[config.mk]
export PLATFORM = sky130hd
export DESIGN_NAME = local_maximum_detector_core_flat
export DESIGN_NICKNAME = d
export VERILOG_FILES = /design/src/rtl/lmd_pkg.sv /design/src/rtl/lmd_ifs.sv /design/src/rtl/local_maximum_detector_core.sv /design/src/rtl/lmd_ram.sv /design/src/rtl/lmd_div.sv /design/src/flat_wrapper.sv
export SDC_FILE = /design/constraint.sdc
export NUM_CORES = 1
export LEC_CHECK = 0
export BUFFER_PORTS_ARGS = -buffer_cell sky130_fd_sc_hd__buf_2
export CORE_ASPECT_RATIO = 0.6
export CORE_MARGIN = 2
export CORE_UTILIZATION = 55
export DETAILED_ROUTE_END_ITERATION = 7
export PLACE_DENSITY_LB_ADDON = 0.3
export SETUP_SLACK_MARGIN = 0.02
export SLEW_MARGIN = 5
export SYNTH_ARGS = -nofsm -noshare
export SYNTH_HDL_FRONTEND = slang
export SYNTH_SLANG_ARGS = --single-unit
[constraint.sdc]
create_clock -name clk -period 7.5 [get_ports clk]
set_input_delay 0.75 -clock clk [delete_from_list [all_inputs] [get_ports clk]]
set_output_delay 0.75 -clock clk [all_outputs]
set_load 0.05 [all_outputs]
[src/rtl/lmd_pkg.sv]
`timescale 1ns / 1ps
package lmd_pkg;

  // Field widths of the words on both channels
  localparam int PIXEL_W = 8;
  localparam int ROW_W   = 5;
  localparam int COL_W   = 5;
  localparam int COUNT_W = 11;
  localparam int SUM_W   = 18;
  localparam int MEAN_W  = 16;
  localparam int FRAC_W  = 8;

  // Mean divider: (sum << FRAC_W) / count
  localparam int DIVIDEND_W = SUM_W + FRAC_W;

  // Configuration registers
  localparam int SIZE_W    = 6;
  localparam int REG_IDX_W = 1;
  localparam logic [REG_IDX_W-1:0] REG_NUM_ROWS = 1'd0;
  localparam logic [REG_IDX_W-1:0] REG_NUM_COLS = 1'd1;
  localparam logic [SIZE_W-1:0]    NUM_ROWS_RST = 6'd32;
  localparam logic [SIZE_W-1:0]    NUM_COLS_RST = 6'd32;

  // Default frame limits
  localparam int MAX_ROWS_DEF = 32;
  localparam int MAX_COLS_DEF = 32;

  // Result word kinds
  localparam logic KIND_REPORT  = 1'b0;
  localparam logic KIND_SUMMARY = 1'b1;

endpackage

[src/rtl/lmd_ifs.sv]
`timescale 1ns / 1ps
interface lmd_pixel_if;
  logic                        valid;
  logic                        ready;
  logic [lmd_pkg::PIXEL_W-1:0] pixel;

  modport source (output valid, output pixel, input ready);
  modport sink   (input valid, input pixel, output ready);
endinterface

interface lmd_result_if;
  logic                        valid;
  logic                        ready;
  logic                        kind;
  logic [lmd_pkg::PIXEL_W-1:0] value;
  logic [lmd_pkg::ROW_W-1:0]   row;
  logic [lmd_pkg::COL_W-1:0]   col;
  logic [lmd_pkg::COUNT_W-1:0] max_count;
  logic [lmd_pkg::SUM_W-1:0]   max_sum;
  logic [lmd_pkg::MEAN_W-1:0]  mean_q8;
  logic                        none_found;
  logic                        last;

  modport source (output valid, output kind, output value, output row, output col,
                  output max_count, output max_sum, output mean_q8, output none_found,
                  output last, input ready);
  modport sink   (input valid, input kind, input value, input row, input col,
                  input max_count, input max_sum, input mean_q8, input none_found,
                  input last, output ready);
endinterface

[src/rtl/local_maximum_detector_core.sv]
`timescale 1ns / 1ps
// Reports: a maximum report is registered in S_EVAL, after the pixel below it is taken
// and the S_RC, S_RL and S_RR reads. A row-0 pixel is only stored; any other is accepted,
// read three times and evaluated, and a report that waits for the output register holds it.
// Input: a new pixel is taken only once the last one is done. Frame end: a sweep of the last
// row, column by column, then the mean divider (skipped with no maximum) before the summary.
// Reset: synchronous, active high; counters clear, sizes go to 32.
module local_maximum_detector_core #(
  parameter int MAX_ROWS = lmd_pkg::MAX_ROWS_DEF,
  parameter int MAX_COLS = lmd_pkg::MAX_COLS_DEF
) (
  input  logic                             clk,
  input  logic                             rst,
  input  logic                             wr_en,
  input  logic [lmd_pkg::REG_IDX_W-1:0]    wr_index,
  input  logic [lmd_pkg::SIZE_W-1:0]       wr_data,
  lmd_pixel_if.sink                        pix,
  lmd_result_if.source                     res
);

  localparam int RW  = (MAX_ROWS > 1) ? $clog2(MAX_ROWS) : 1;
  localparam int CW  = (MAX_COLS > 1) ? $clog2(MAX_COLS) : 1;
  localparam int RSW = RW + 1;
  localparam int CSW = CW + 1;
  localparam int PW  = lmd_pkg::PIXEL_W;

  typedef struct packed {
    logic                        kind;
    logic [PW-1:0]               value;
    logic [lmd_pkg::ROW_W-1:0]   row;
    logic [lmd_pkg::COL_W-1:0]   col;
    logic [lmd_pkg::COUNT_W-1:0] max_count;
    logic [lmd_pkg::SUM_W-1:0]   max_sum;
    logic [lmd_pkg::MEAN_W-1:0]  mean_q8;
    logic                        none_found;
    logic                        last;
  } result_t;

  // Judge sequence: read center+up, read left, read right, evaluate.
  // The sweep of the last row reuses it with the line stores' roles swapped.
  typedef enum logic [2:0] {
    S_IDLE, S_RC, S_RL, S_RR, S_EVAL, S_DIVGO, S_DIV, S_SUM
  } state_t;

  state_t state;

  // Configuration registers and clamped sizes
  logic [lmd_pkg::SIZE_W-1:0] num_rows;
  logic [lmd_pkg::SIZE_W-1:0] num_cols;
  logic [RSW-1:0]             rows_eff;
  logic [CSW-1:0]             cols_eff;

  // Frame position and accumulators
  logic [RW-1:0]               row_count;
  logic [CW-1:0]               col_count;
  logic [lmd_pkg::SUM_W-1:0]   sum_acc;
  logic [lmd_pkg::COUNT_W-1:0] count_acc;
  logic                        sel;       // bank holding the row above

  // Item being worked on
  logic [PW-1:0] pix_q;
  logic [RW-1:0] row_q;
  logic [CW-1:0] idx;
  logic          last_col_q;
  logic          last_row_q;
  logic          judge_en;
  logic          flush;

  // Judge operands
  logic [PW-1:0] center;
  logic [PW-1:0] up;
  logic [PW-1:0] left;
  logic [PW-1:0] right;

  // Position of the incoming pixel, clamped to the current size
  logic [RW-1:0] row_in;
  logic [CW-1:0] col_in;

  // Line store access
  logic [CW-1:0] rd_addr;
  logic [PW-1:0] rd_data0;
  logic [PW-1:0] rd_data1;
  logic [PW-1:0] ctr_rd;
  logic [PW-1:0] up_rd;
  logic          ram_wr;

  // Evaluation
  logic up_ok;
  logic dn_ok;
  logic lf_ok;
  logic rt_ok;
  logic last_idx;
  logic is_max;
  logic out_free;
  logic eval_go;
  logic out_load;

  // Output register
  logic    out_valid;
  result_t out_word;

  // Mean divider
  logic                           div_start;
  logic                           div_done;
  logic [lmd_pkg::DIVIDEND_W-1:0] div_quot;
  logic [lmd_pkg::MEAN_W-1:0]     mean_q;

  // A size of zero acts as one; a size above the limit acts as the limit
  always_comb begin
    if (num_rows == '0) begin
      rows_eff = RSW'(1);
    end else if (int'(num_rows) > MAX_ROWS) begin
      rows_eff = RSW'(MAX_ROWS);
    end else begin
      rows_eff = RSW'(num_rows);
    end
    if (num_cols == '0) begin
      cols_eff = CSW'(1);
    end else if (int'(num_cols) > MAX_COLS) begin
      cols_eff = CSW'(MAX_COLS);
    end else begin
      cols_eff = CSW'(num_cols);
    end
  end

  // A counter at or past the size acts as the last row or column
  always_comb begin
    row_in = ({1'b0, row_count} < rows_eff) ? row_count : RW'(rows_eff - 1'b1);
    col_in = ({1'b0, col_count} < cols_eff) ? col_count : CW'(cols_eff - 1'b1);
  end

  // Neighbor existence and the strict-greater test
  always_comb begin
    up_ok    = flush ? (row_q != '0) : (row_q > RW'(1));
    dn_ok    = !flush;
    lf_ok    = (idx != '0);
    rt_ok    = (({1'b0, idx} + 1'b1) < cols_eff);
    last_idx = (({1'b0, idx} + 1'b1) == cols_eff);
    is_max   = judge_en
               && (!up_ok || center > up)
               && (!dn_ok || center > pix_q)
               && (!lf_ok || center > left)
               && (!rt_ok || center > ctr_rd);
    out_free = !out_valid || res.ready;
    // Hold in evaluation while a report waits for the output register
    eval_go  = !(is_max && !out_free);
    // A new word enters the output register this cycle
    out_load = ((state == S_EVAL) && is_max && out_free)
               || ((state == S_SUM) && out_free);
  end

  // Center bank is the row above for a pixel, the current row for the sweep.
  // Both banks share one read address; only the center bank's data matters past S_RL.
  always_comb begin
    ctr_rd = (sel ^ flush) ? rd_data1 : rd_data0;
    up_rd  = (sel ^ flush) ? rd_data0 : rd_data1;
    unique case (state)
      S_RC:         rd_addr = idx;
      S_RL:         rd_addr = lf_ok ? idx - 1'b1 : idx;
      S_RR, S_EVAL: rd_addr = rt_ok ? idx + 1'b1 : idx;
      default:      rd_addr = idx;
    endcase
    // Store the pixel into the current row once it has been judged against
    ram_wr = (state == S_EVAL) && !flush && eval_go;
  end

  lmd_ram #(.WIDTH(PW), .DEPTH(MAX_COLS)) u_bank0 (
    .clk   (clk),
    .we    (ram_wr && sel),
    .waddr (idx),
    .wdata (pix_q),
    .raddr (rd_addr),
    .rdata (rd_data0)
  );

  lmd_ram #(.WIDTH(PW), .DEPTH(MAX_COLS)) u_bank1 (
    .clk   (clk),
    .we    (ram_wr && !sel),
    .waddr (idx),
    .wdata (pix_q),
    .raddr (rd_addr),
    .rdata (rd_data1)
  );

  assign div_start = (state == S_DIVGO) && (count_acc != '0);

  lmd_div u_div (
    .clk      (clk),
    .rst      (rst),
    .start    (div_start),
    .dividend ({sum_acc, lmd_pkg::FRAC_W'(0)}),
    .divisor  (count_acc),
    .done     (div_done),
    .quotient (div_quot)
  );

  // Configuration writes
  always_ff @(posedge clk) begin
    if (rst) begin
      num_rows <= lmd_pkg::NUM_ROWS_RST;
      num_cols <= lmd_pkg::NUM_COLS_RST;
    end else if (wr_en) begin
      unique case (wr_index)
        lmd_pkg::REG_NUM_ROWS: num_rows <= wr_data;
        lmd_pkg::REG_NUM_COLS: num_cols <= wr_data;
      endcase
    end
  end

  // Sequencer, frame counters, accumulators and output register
  always_ff @(posedge clk) begin
    if (rst) begin
      state     <= S_IDLE;
      out_valid <= 1'b0;
      row_count <= '0;
      col_count <= '0;
      sum_acc   <= '0;
      count_acc <= '0;
      sel       <= 1'b0;
      flush     <= 1'b0;
      judge_en  <= 1'b0;
    end else begin
      // Drop the output word once taken, unless a new word loads below
      if (out_valid && res.ready && !out_load) begin
        out_valid <= 1'b0;
      end

      unique case (state)
        S_IDLE: begin
          if (pix.valid) begin
            pix_q      <= pix.pixel;
            row_q      <= row_in;
            idx        <= col_in;
            last_col_q <= ({1'b0, col_in} == cols_eff - 1'b1);
            last_row_q <= ({1'b0, row_in} == rows_eff - 1'b1);
            flush      <= 1'b0;
            judge_en   <= (row_in != '0);
            // Row 0 has nothing above to judge: just store the pixel
            state      <= (row_in != '0) ? S_RC : S_EVAL;
          end
        end

        S_RC: state <= S_RL;

        S_RL: begin
          center <= ctr_rd;
          up     <= up_rd;
          state  <= S_RR;
        end

        S_RR: begin
          left  <= ctr_rd;
          state <= S_EVAL;
        end

        S_EVAL: begin
          if (eval_go) begin
            if (is_max) begin
              out_valid           <= 1'b1;
              out_word.kind       <= lmd_pkg::KIND_REPORT;
              out_word.value      <= center;
              out_word.row        <= flush ? lmd_pkg::ROW_W'(row_q)
                                           : lmd_pkg::ROW_W'(row_q - 1'b1);
              out_word.col        <= lmd_pkg::COL_W'(idx);
              out_word.max_count  <= '0;
              out_word.max_sum    <= '0;
              out_word.mean_q8    <= '0;
              out_word.none_found <= 1'b0;
              // Last word of this pixel unless the frame-end sweep follows
              out_word.last       <= !flush && !(last_col_q && last_row_q);
              sum_acc             <= sum_acc + lmd_pkg::SUM_W'(center);
              count_acc           <= count_acc + 1'b1;
            end
            if (!flush) begin
              if (last_col_q && last_row_q) begin
                // Frame end: sweep the last row from column 0
                flush    <= 1'b1;
                judge_en <= 1'b1;
                idx      <= '0;
                state    <= S_RC;
              end else if (last_col_q) begin
                // Row end: the current row becomes the row above
                row_count <= row_q + 1'b1;
                col_count <= '0;
                sel       <= !sel;
                state     <= S_IDLE;
              end else begin
                row_count <= row_q;
                col_count <= idx + 1'b1;
                state     <= S_IDLE;
              end
            end else if (last_idx) begin
              state <= S_DIVGO;
            end else begin
              idx   <= idx + 1'b1;
              state <= S_RC;
            end
          end
        end

        S_DIVGO: begin
          if (count_acc == '0) begin
            mean_q <= '0;
            state  <= S_SUM;
          end else begin
            state <= S_DIV;
          end
        end

        S_DIV: begin
          if (div_done) begin
            mean_q <= div_quot[lmd_pkg::MEAN_W-1:0];
            state  <= S_SUM;
          end
        end

        S_SUM: begin
          if (out_free) begin
            out_valid           <= 1'b1;
            out_word.kind       <= lmd_pkg::KIND_SUMMARY;
            out_word.value      <= '0;
            out_word.row        <= '0;
            out_word.col        <= '0;
            out_word.max_count  <= count_acc;
            out_word.max_sum    <= sum_acc;
            out_word.mean_q8    <= mean_q;
            out_word.none_found <= (count_acc == '0);
            out_word.last       <= 1'b1;
            // Clear for the next frame
            row_count <= '0;
            col_count <= '0;
            sum_acc   <= '0;
            count_acc <= '0;
            flush     <= 1'b0;
            state     <= S_IDLE;
          end
        end

        default: state <= S_IDLE;
      endcase
    end
  end

  assign pix.ready      = (state == S_IDLE);
  assign res.valid      = out_valid;
  assign res.kind       = out_word.kind;
  assign res.value      = out_word.value;
  assign res.row        = out_word.row;
  assign res.col        = out_word.col;
  assign res.max_count  = out_word.max_count;
  assign res.max_sum    = out_word.max_sum;
  assign res.mean_q8    = out_word.mean_q8;
  assign res.none_found = out_word.none_found;
  assign res.last       = out_word.last;

`ifndef SYNTH
  a_busy_after_accept: assert property (@(posedge clk) disable iff (rst)
    pix.valid && pix.ready |=> state != S_IDLE)
    else $error("sequencer idle right after taking a pixel");

  a_div_done_in_wait: assert property (@(posedge clk) disable iff (rst)
    div_done |-> state == S_DIV)
    else $error("divider finished outside its wait state");

  a_empty_sum: assert property (@(posedge clk) disable iff (rst)
    count_acc == '0 |-> sum_acc == '0)
    else $error("sum accumulated without any maximum counted");

  a_summary_word: assert property (@(posedge clk) disable iff (rst)
    res.valid && res.kind == lmd_pkg::KIND_SUMMARY |->
      res.last && (res.none_found == (res.max_count == '0)))
    else $error("summary word inconsistent");
`endif

endmodule

[src/rtl/lmd_ram.sv]
`timescale 1ns / 1ps
module lmd_ram #(
  parameter int WIDTH = lmd_pkg::PIXEL_W,
  parameter int DEPTH = lmd_pkg::MAX_COLS_DEF,
  localparam int AW = (DEPTH > 1) ? $clog2(DEPTH) : 1
) (
  input  logic             clk,
  input  logic             we,
  input  logic [AW-1:0]    waddr,
  input  logic [WIDTH-1:0] wdata,
  input  logic [AW-1:0]    raddr,
  output logic [WIDTH-1:0] rdata
);

  logic [WIDTH-1:0] mem [DEPTH];

  always_ff @(posedge clk) begin
    if (we) begin
      mem[waddr] <= wdata;
    end
    rdata <= mem[raddr];
  end

endmodule

[src/rtl/lmd_div.sv]
`timescale 1ns / 1ps
module lmd_div (
  input  logic                           clk,
  input  logic                           rst,
  input  logic                           start,
  input  logic [lmd_pkg::DIVIDEND_W-1:0] dividend,
  input  logic [lmd_pkg::COUNT_W-1:0]    divisor,
  output logic                           done,
  output logic [lmd_pkg::DIVIDEND_W-1:0] quotient
);

  localparam int DW = lmd_pkg::DIVIDEND_W;
  localparam int VW = lmd_pkg::COUNT_W;
  localparam int SW = $clog2(DW + 1);

  logic          busy;
  logic [SW-1:0] steps;
  logic [VW-1:0] dvs;
  logic [VW:0]   rem;
  logic [VW:0]   rem_shift;
  logic [VW:0]   rem_sub;
  logic          fits;

  // Restoring division, one quotient bit a cycle, MSB first
  always_comb begin
    rem_shift = {rem[VW-1:0], quotient[DW-1]};
    rem_sub   = rem_shift - {1'b0, dvs};
    fits      = (rem_shift >= {1'b0, dvs});
  end

  always_ff @(posedge clk) begin
    if (rst) begin
      busy <= 1'b0;
      done <= 1'b0;
    end else begin
      done <= busy && !start && (steps == SW'(DW - 1));
      if (start) begin
        busy     <= 1'b1;
        quotient <= dividend;
        rem      <= '0;
        dvs      <= divisor;
        steps    <= '0;
      end else if (busy) begin
        quotient <= {quotient[DW-2:0], fits};
        rem      <= fits ? rem_sub : rem_shift;
        steps    <= steps + 1'b1;
        if (steps == SW'(DW - 1)) begin
          busy <= 1'b0;
        end
      end
    end
  end

endmodule

[src/flat_wrapper.sv]
// flat-port wrapper written by rule: the top's interface ports become plain ports
module local_maximum_detector_core_flat 
#(
  parameter int MAX_ROWS = lmd_pkg::MAX_ROWS_DEF,
  parameter int MAX_COLS = lmd_pkg::MAX_COLS_DEF
)
  (clk, rst, wr_en, wr_index, wr_data, pix_valid, pix_pixel, pix_ready, res_valid, res_kind, res_value, res_row, res_col, res_max_count, res_max_sum, res_mean_q8, res_none_found, res_last, res_ready);
  lmd_pixel_if pix_i ();
  lmd_result_if res_i ();
  input  logic clk;
  input  logic rst;
  input  logic wr_en;
  input  logic [lmd_pkg::REG_IDX_W-1:0] wr_index;
  input  logic [lmd_pkg::SIZE_W-1:0] wr_data;
  input wire logic [$bits(pix_i.valid)-1:0] pix_valid;
  input wire logic [$bits(pix_i.pixel)-1:0] pix_pixel;
  output wire logic [$bits(pix_i.ready)-1:0] pix_ready;
  output wire logic [$bits(res_i.valid)-1:0] res_valid;
  output wire logic [$bits(res_i.kind)-1:0] res_kind;
  output wire logic [$bits(res_i.value)-1:0] res_value;
  output wire logic [$bits(res_i.row)-1:0] res_row;
  output wire logic [$bits(res_i.col)-1:0] res_col;
  output wire logic [$bits(res_i.max_count)-1:0] res_max_count;
  output wire logic [$bits(res_i.max_sum)-1:0] res_max_sum;
  output wire logic [$bits(res_i.mean_q8)-1:0] res_mean_q8;
  output wire logic [$bits(res_i.none_found)-1:0] res_none_found;
  output wire logic [$bits(res_i.last)-1:0] res_last;
  input wire logic [$bits(res_i.ready)-1:0] res_ready;
  assign pix_i.valid = pix_valid;
  assign pix_i.pixel = pix_pixel;
  assign pix_ready = pix_i.ready;
  assign res_valid = res_i.valid;
  assign res_kind = res_i.kind;
  assign res_value = res_i.value;
  assign res_row = res_i.row;
  assign res_col = res_i.col;
  assign res_max_count = res_i.max_count;
  assign res_max_sum = res_i.max_sum;
  assign res_mean_q8 = res_i.mean_q8;
  assign res_none_found = res_i.none_found;
  assign res_last = res_i.last;
  assign res_i.ready = res_ready;
  local_maximum_detector_core #(.MAX_ROWS(MAX_ROWS), .MAX_COLS(MAX_COLS)) u_core (.clk(clk), .rst(rst), .wr_en(wr_en), .wr_index(wr_index), .wr_data(wr_data), .pix(pix_i), .res(res_i));
endmodule
==> results.md, run 1 <==
- Kind of critical path: reg -> reg
- EDFF count, synth: between 600 and 700
- Routed len/inst: 25.38 µm
- Final Hold Vio Count: 0
- Root Driver: clkbuf_16
- Number of port buffers: between 80 and 90
- Synth Area in Compound Gates: 0.07073
- Post-synth top area share: 0.6347
- XOR/XNOR share of the synthesized area: 0.01340
- Worst-path maximum fanout: 66
- Grt ovf: 0
- Post_cts resized: 0
- Worst vdd ir: 0.0003173 V
- Max incr delay on CP: 700 ps
- Final WS setup: 2335 ps
- Initial Utilization: 0.5544
- Crit end category: flop
- Max cap viols: 0
- Gr usage total: 0.2581
- Largest net degree at the start of global routing: around 110
- Core area: 0.05897 mm²
- CTS Buf Count: just under 70
- CTS max path bufs: 3
- Layout cells sized above 1: 0.1521
- Combinational share of power: 0.272
- Initial drt markers: around 2700
- Syn Inst Count: 2212
- Clk slew on worst S/H paths: 70 ps
- Fmax achieved: 193.6 MHz
- Drt total wl: 79.39 mm
- Worst min-delay path category: in -> reg
- Syn Nets: 2318
- WP data required: between 7000 and 8000 ps
- # DRC: 0
- CP cell instances: ha_1 -> nand3_1 -> xor2_1 -> inv_1 -> ha_1 -> nand4_1 -> o21ba_1 -> nor3_1 -> a32oi_1 -> nand3_1 -> and2_1 -> nor3_4 -> buf_4
- Worst slew pin tran: 1210 ps
- Power per cell area: ~330 mW/mm²
- Synth Area in Simple Gates: 0.08956
- ANT nets after route: 0
- # IOs: 88
- Commonest non-fill, non-tap cell in the layout: edfxtp_1
- Vias/cell: 6.304
- Avg Synthesized Cell Area: 14.78 µm²
- Switching Fraction: 0.3192
- H-tree levels: 3
- Hold WS: approximately 320 ps
- Setup violators final: 0
- Nets: 2398
- Internal power: 8.067 mW
- Startpoint types: flop
- Proportion of power drawn by flip-flops and latches: 0.430
- Clock Latency Late Sink: 620 ps
- First-pass GRT wire length: 118.0 mm
- Clock Skews: between 30 and 40 ps
- Most used flip-flop cell after synthesis: edfxtp_1
- Setup TNS: 0 ps
- Cell Rows: between 60 and 70
- Yosys warns: 0
- CTS Hold Buffers Added: 0
- Clk sinks: 767
- Vias after detailed routing: 19720
- Max-slew headroom: 0.1916
- LEAKAGE: 12.65 nW
- Commonest non-fill, non-tap cells in the layout: edfxtp_1, nand2_1, nor2_1
- Final Slew Violations: 0
- Most area-consuming cells after synthesis: edfxtp_1, dfxtp_1, mux4_2
- Status: complete, no violations
- Synth Area in Adders: 0.03337
- Seq/Total Area, Yosys: 0.6812
- Minimum clock period after layout: slightly above 5000 ps
- Fill cells: 4284
- Fin crit share: 0.6886
- Die area: 0.06147 mm²
- CTS tree: yes
- CP arrival: 5390 ps
- Vias in the first global route: 18520
- Pre-CTS WS: between 2000 and 2500 ps
- Synthesized area: roughly 0.033 mm²
- Largest family of logic cells by synthesized area: simple AND/OR/NAND/NOR gates
- Slowest stage cell, crit path: buf_4
- Cell taking the most area after synthesis: edfxtp_1
- Number of distinct library cells after synthesis: between 80 and 90
- N_diodes: 0
- Area growth syn-to-layout: 10.50%
- RSZ-0062 raised after global routing: false
- Initial antenna violation count: 1
- Post-CTS setup buffers: 0
- Asr flop ratio synth: 0
- HPWL Detailed: 51.63 mm
- Mux contribution to synthesized area: 0.08680
- Die height: 192.9 µm
- Die W: 318.8 µm
- P_sw: between 3 and 4 mW
- Clk pwr share: 0.298
- DRT Pass-1 Iters: 6
- RePlAce Congestion: 0.9141
- Synthesized flop and latch total: 767
## critical path, delay by kind of cell, from the launching register on
| family | cells | cell delay (ps) |
|---|---|---|
| buf+inv | 2 | 820 |
| xor+xnor | 1 | 270 |
| flops | 1 | 560 |
| fa+ha+maj | 2 | 680 |
| simple gates | 6 | 1740 |
| compound gates | 2 | 610 |
## stage by stage
stage	std cells	cell area [µm²]	power, mW	utilization
2_1_floorplan	2212	32700	7.406	-
3_3_place_gp	3002	33880	8.263	0.5745
6_report	3128	36120	11.85	0.6126
3_5_place_dp	3002	33880	8.315	0.5745
4_1_cts	3128	36110	11.81	0.6125
5_1_grt	3128	36120	12.27	0.6126
## cell type report
cell class,instances,area (µm²),share of cell area
clock buffers,92,1967,0.05445
clock inverters,34,272.8,0.007551
inverters,72,270.3,0.007481
multi-input cells,1263,9677,0.2679
flip-flops and latches,767,22270,0.6165
well taps,781,977.2,0.02705
repair buffers,119,688.2,0.01905
## cell families after synthesis
logic type                 after synthesis
AOI/OAI and AO/OA                      334
xor gates and xnor gates                50
adders and majority gates               86
buffers and inverters                  182
DFF                                    767
muxes                                  204
and+or+nand+nor                        589
## cells in the mapped netlist (49+ instances only)
cell type / instances
nor2_1: 153
o22ai_1: 49
dfxtp_1: 76
a21oi_1: 87
nand3_1: 54
ha_1: 84
mux2i_1: 111
clkbuf_1: 66
inv_1: 70
nand2_1: 150
edfxtp_1: 691
and3_1: 72
mux4_2: 60
## power groups by stage
stage / clock network, mW / registers [mW] / logic, mW
2_1_floorplan: 0 / 5.09 / 2.31
3_3_place_gp: 0 / 5.17 / 3.10
3_5_place_dp: 0 / 5.17 / 3.15
4_1_cts: 3.57 / 5.08 / 3.17
5_1_grt: 3.73 / 5.10 / 3.44
6_report: 3.54 / 5.09 / 3.22
## routing by layer
layer,track usage,up-vias,wire (µm)
met2,0.3424,1117,32340
li1,-,8677,-
met3,0.07409,114,9563
met5,0,-,9
met1,0.4149,9808,36160
met4,0.05669,2,1323
## state kept, by name, indices dropped and copies added (netlist names), 16 cells and up
signal                 count
u_core.mean_q             16
u_core.u_div.quotient     26
u_core.sum_acc            18
u_core.u_bank1.mem       256
u_core.res.max_sum        18
u_core.res.mean_q8        16
u_core.u_bank0.mem       256
## final timing paths
path / startpoint / to / slack (ps) / cells after the start
setup / recovery: u_core.idx[0]$_DFFE_PP_ / u_core.res.last$_SDFFCE_PP1P_ / 2340 / 13
setup reg to reg: u_core.idx[0]$_DFFE_PP_ / u_core.res.last$_SDFFCE_PP1P_ / 2340 / 13
hold reg to reg: u_core.num_cols[0]$_SDFFE_PP0P_ / u_core.num_cols[0]$_SDFFE_PP0P_ / 460 / 2
hold / removal: pix_pixel[7] / u_core.pix_q[7]$_DFFE_PP_ / 320 / 1
Note: power is estimated with default switching activity, not from simulation.
==> run 2, diff against run 1 <==
clock period = 4.99 ns   (was 7.5 ns; I/O delays follow)
==> run 2 against run 1 <==
- worst setup slack worse by 2100 ps
- first-iteration DRC count down 5.5%
- fmax grew 9.5%
- register-to-register slack got worse by 2100 ps
- design area rose by 1.5%
- power grew 53%
- non-clock buffer count increased by 66
- final cell count grew 2.1%
- sequential power rose by 50%
- flip-flop and latch count did not move
- count of clock-buffer cells in the layout rose by 7
- die area unchanged
- critical endpoint is now u_core.u_bank0.rdata[5]$_DFF_P_
- largest power group unchanged
==> results.md, run 2 (synthesis gave the netlist of run 1 again) <==
- Post-CTS setup buffers: 0 (unchanged)
- CP cell instances: ha_1 -> nand3_1 -> xor2_1 -> inv_1 -> ha_1 -> a211oi_2 -> o21a_1 -> and4_4 -> a211o_1 -> and2_4 -> buf_12 -> mux2i_1 -> mux2i_1 -> o22ai_1 -> nor4_1
- Gr usage total: 0.2675 (+0.009421)
- Fmax achieved: 212.1 MHz (+9.5%)
- Worst min-delay path category: in -> reg
- Inst Count DP: 3068 (+2.2%)
- Clock Latency Late Sink: 630 ps (about the same)
- Fill cells: 4302 (+0.42%)
- Commonest non-fill, non-tap cells in the layout: edfxtp_1, nand2_1, nor2_1
- Crit end category: flop
- Origin of the critical flop-to-flop path: u_core.idx[0]$_DFFE_PP_
- Commonest non-fill, non-tap cell in the layout: edfxtp_1
- Vias after detailed routing: 20060 (+1.7%)
- # IOs: 88 (unchanged)
- FF-to-FF End: u_core.u_bank0.rdata[5]$_DFF_P_
- CTS tree: yes
- Cell Rows: 69 (unchanged)
- Drt total wl: 81.66 mm (+2.9%)
- Startpoint types: flop
- Initial antenna violation count: 2 (+1)
- Routed len/inst: 25.56 µm (+0.70%)
- Vias/cell: 6.278 (-0.41%)
- DRT Pass-1 Iters: 5 (-1)
- Worst-path maximum fanout: 27 (-59%)
- Max cap viols: 0 (unchanged)
- Hold Path Cell Cnt: 1 (unchanged)
- Slowest stage cell, crit path: nor4_1
- Layout cells sized above 1: 0.1732 (+0.02112)
- Largest net degree at the start of global routing: 67 (-41%)
- Clk slew on worst S/H paths: 70 ps (about the same)
- CP arrival: 5180 ps (-210 ps)
- CTS Hold Buffers Added: 0 (unchanged)
- Worst slew pin tran: 1111 ps (-99.41 ps)
- Area growth syn-to-layout: 12.20%
- HPWL Detailed: 54.78 mm (+6.1%)
- Minimum clock period after layout: 4715 ps (-450.2 ps)
- Root Driver: clkbuf_16
- Final Slew Violations: 0 (unchanged)
- Grt ovf: 0 (unchanged)
- Kind of critical path: reg -> reg
- Max-slew headroom: 0.2594 (+0.06775)
- Clk sinks: 767 (unchanged)
- Die height: 192.9 µm (unchanged)
- Nets: 2463 (+2.7%)
- Post-layout util: 0.6221 (+0.009464)
- Fin crit share: 0.9448 (+0.2562)
- Endpoint, Worst Hold: u_core.pix_q[1]$_DFFE_PP_
- # DRC: 0 (unchanged)
- Power per cell area: 495.5 mW/mm² (+51%)
- RSZ-0062 raised after global routing: false
- Final Non-Filler Cells: 3195 (+2.1%)
- Status: complete, no violations
- Setup violators final: 0 (unchanged)
- Tot Pwr: 18.18 mW (+53%)
- Number of port buffers: 87 (unchanged)
- Initial Utilization: 0.5544 (unchanged)
- Biggest regs: u_core.u_bank0.mem x256, u_core.u_bank1.mem x256, u_core.u_div.quotient x26
- CTS Buf Count: 68 (-1.4%)
- Initial drt markers: 2567 (-5.5%)
- ANT nets after route: 0 (unchanged)
- WP data required: 5450 ps (-2280 ps)
- Post_cts resized: 0 (unchanged)
- Max incr delay on CP: 620 ps (-80 ps)
- H-tree levels: 3 (unchanged)
- CTS max path bufs: 3 (unchanged)
- Die area: 0.06147 mm² (unchanged)
- Clock Skews: 29.06 ps (-2.602 ps)
- Vias in the first global route: 19040 (+2.8%)
- LEAKAGE: 13.02 nW (+2.9%)
- Reg-to-reg slack, setup: 280 ps (-2060 ps)
- HP Start: pix_pixel[1]
- Setup TNS: 0 ps (unchanged)
- Final Hold Vio Count: 0 (unchanged)
- First-pass GRT wire length: 121.6 mm (+3.0%)
- R2R cell count: 15 (+2)
- Core area: 0.05897 mm² (unchanged)
- Die W: 318.8 µm (unchanged)
- RePlAce Congestion: 0.9576 (+4.8%)
- Worst vdd ir: 0.0005366 V (+69%)
run 2: layout make-up:
class,count,area (µm²),area share
well taps,781,977.2,0.02664
flip-flops and latches,767,22270,0.6072
multi-input cells,1263,9662,0.2634
repair buffers,185,1234,0.03363
clock buffers,99,1992,0.05430
inverters,72,270.3,0.007367
diodes,1,2.502,0.00006822
clock inverters,27,272.8,0.007436
run 2: worst max path at each step:
stage               depth (start not counted)               startpoint  slack [ps]                              end
detailed placement                         14  u_core.idx[0]$_DFFE_PP_         490  u_core.u_bank0.rdata[5]$_DFF_P_
CTS                                        15  u_core.idx[0]$_DFFE_PP_         400  u_core.u_bank0.rdata[5]$_DFF_P_
global route                               15  u_core.idx[0]$_DFFE_PP_          80  u_core.u_bank0.rdata[5]$_DFF_P_
floorplan                                  13  u_core.sel$_SDFFE_PP0P_          20  u_core.res.col[0]$_SDFFCE_PP0P_
finish                                     15  u_core.idx[0]$_DFFE_PP_         280  u_core.u_bank0.rdata[5]$_DFF_P_
global placement                           12  u_core.idx[4]$_DFFE_PP_         540  u_core.u_bank0.rdata[1]$_DFF_P_
run 2: power breakdown:
part           switching [mW]  internal (mW)  leakage, nW
registers               0.256           7.35         6.87
clock network            2.34           3.01         1.11
logic                    3.21           2.01         5.04
run 2: metrics by stage:
| step | worst slack [ps] | hold slack, ps | cell area (µm²) |
|---|---|---|---|
| after global routing | 75.43 | 31.75 | 36680 |
| after floorplan | 20.11 | 436.5 | 32710 |
| after CTS | 396.6 | 20.58 | 36680 |
| after detailed placement | 491.6 | 464.8 | 34420 |
| after global placement | 541.2 | 450.7 | 34420 |
| final | 275.4 | 54.35 | 36680 |
run 2: critical path: cells and delay by family (launching register included):
family | cells | cell delay, ps
fa+ha+maj | 2 | 620
xor+xnor | 1 | 250
simple gates | 4 | 1490
flops | 1 | 530
buf+inv | 2 | 370
mux | 2 | 390
compound gates | 4 | 830
run 2: layer usage:
| layer | part of all wire | GRT usage |
|---|---|---|
| met5 | 0 | 0 |
| met4 | 0.015 | 0.05304 |
| met2 | 0.40 | 0.3505 |
| met3 | 0.12 | 0.07913 |
| met1 | 0.47 | 0.4345 |
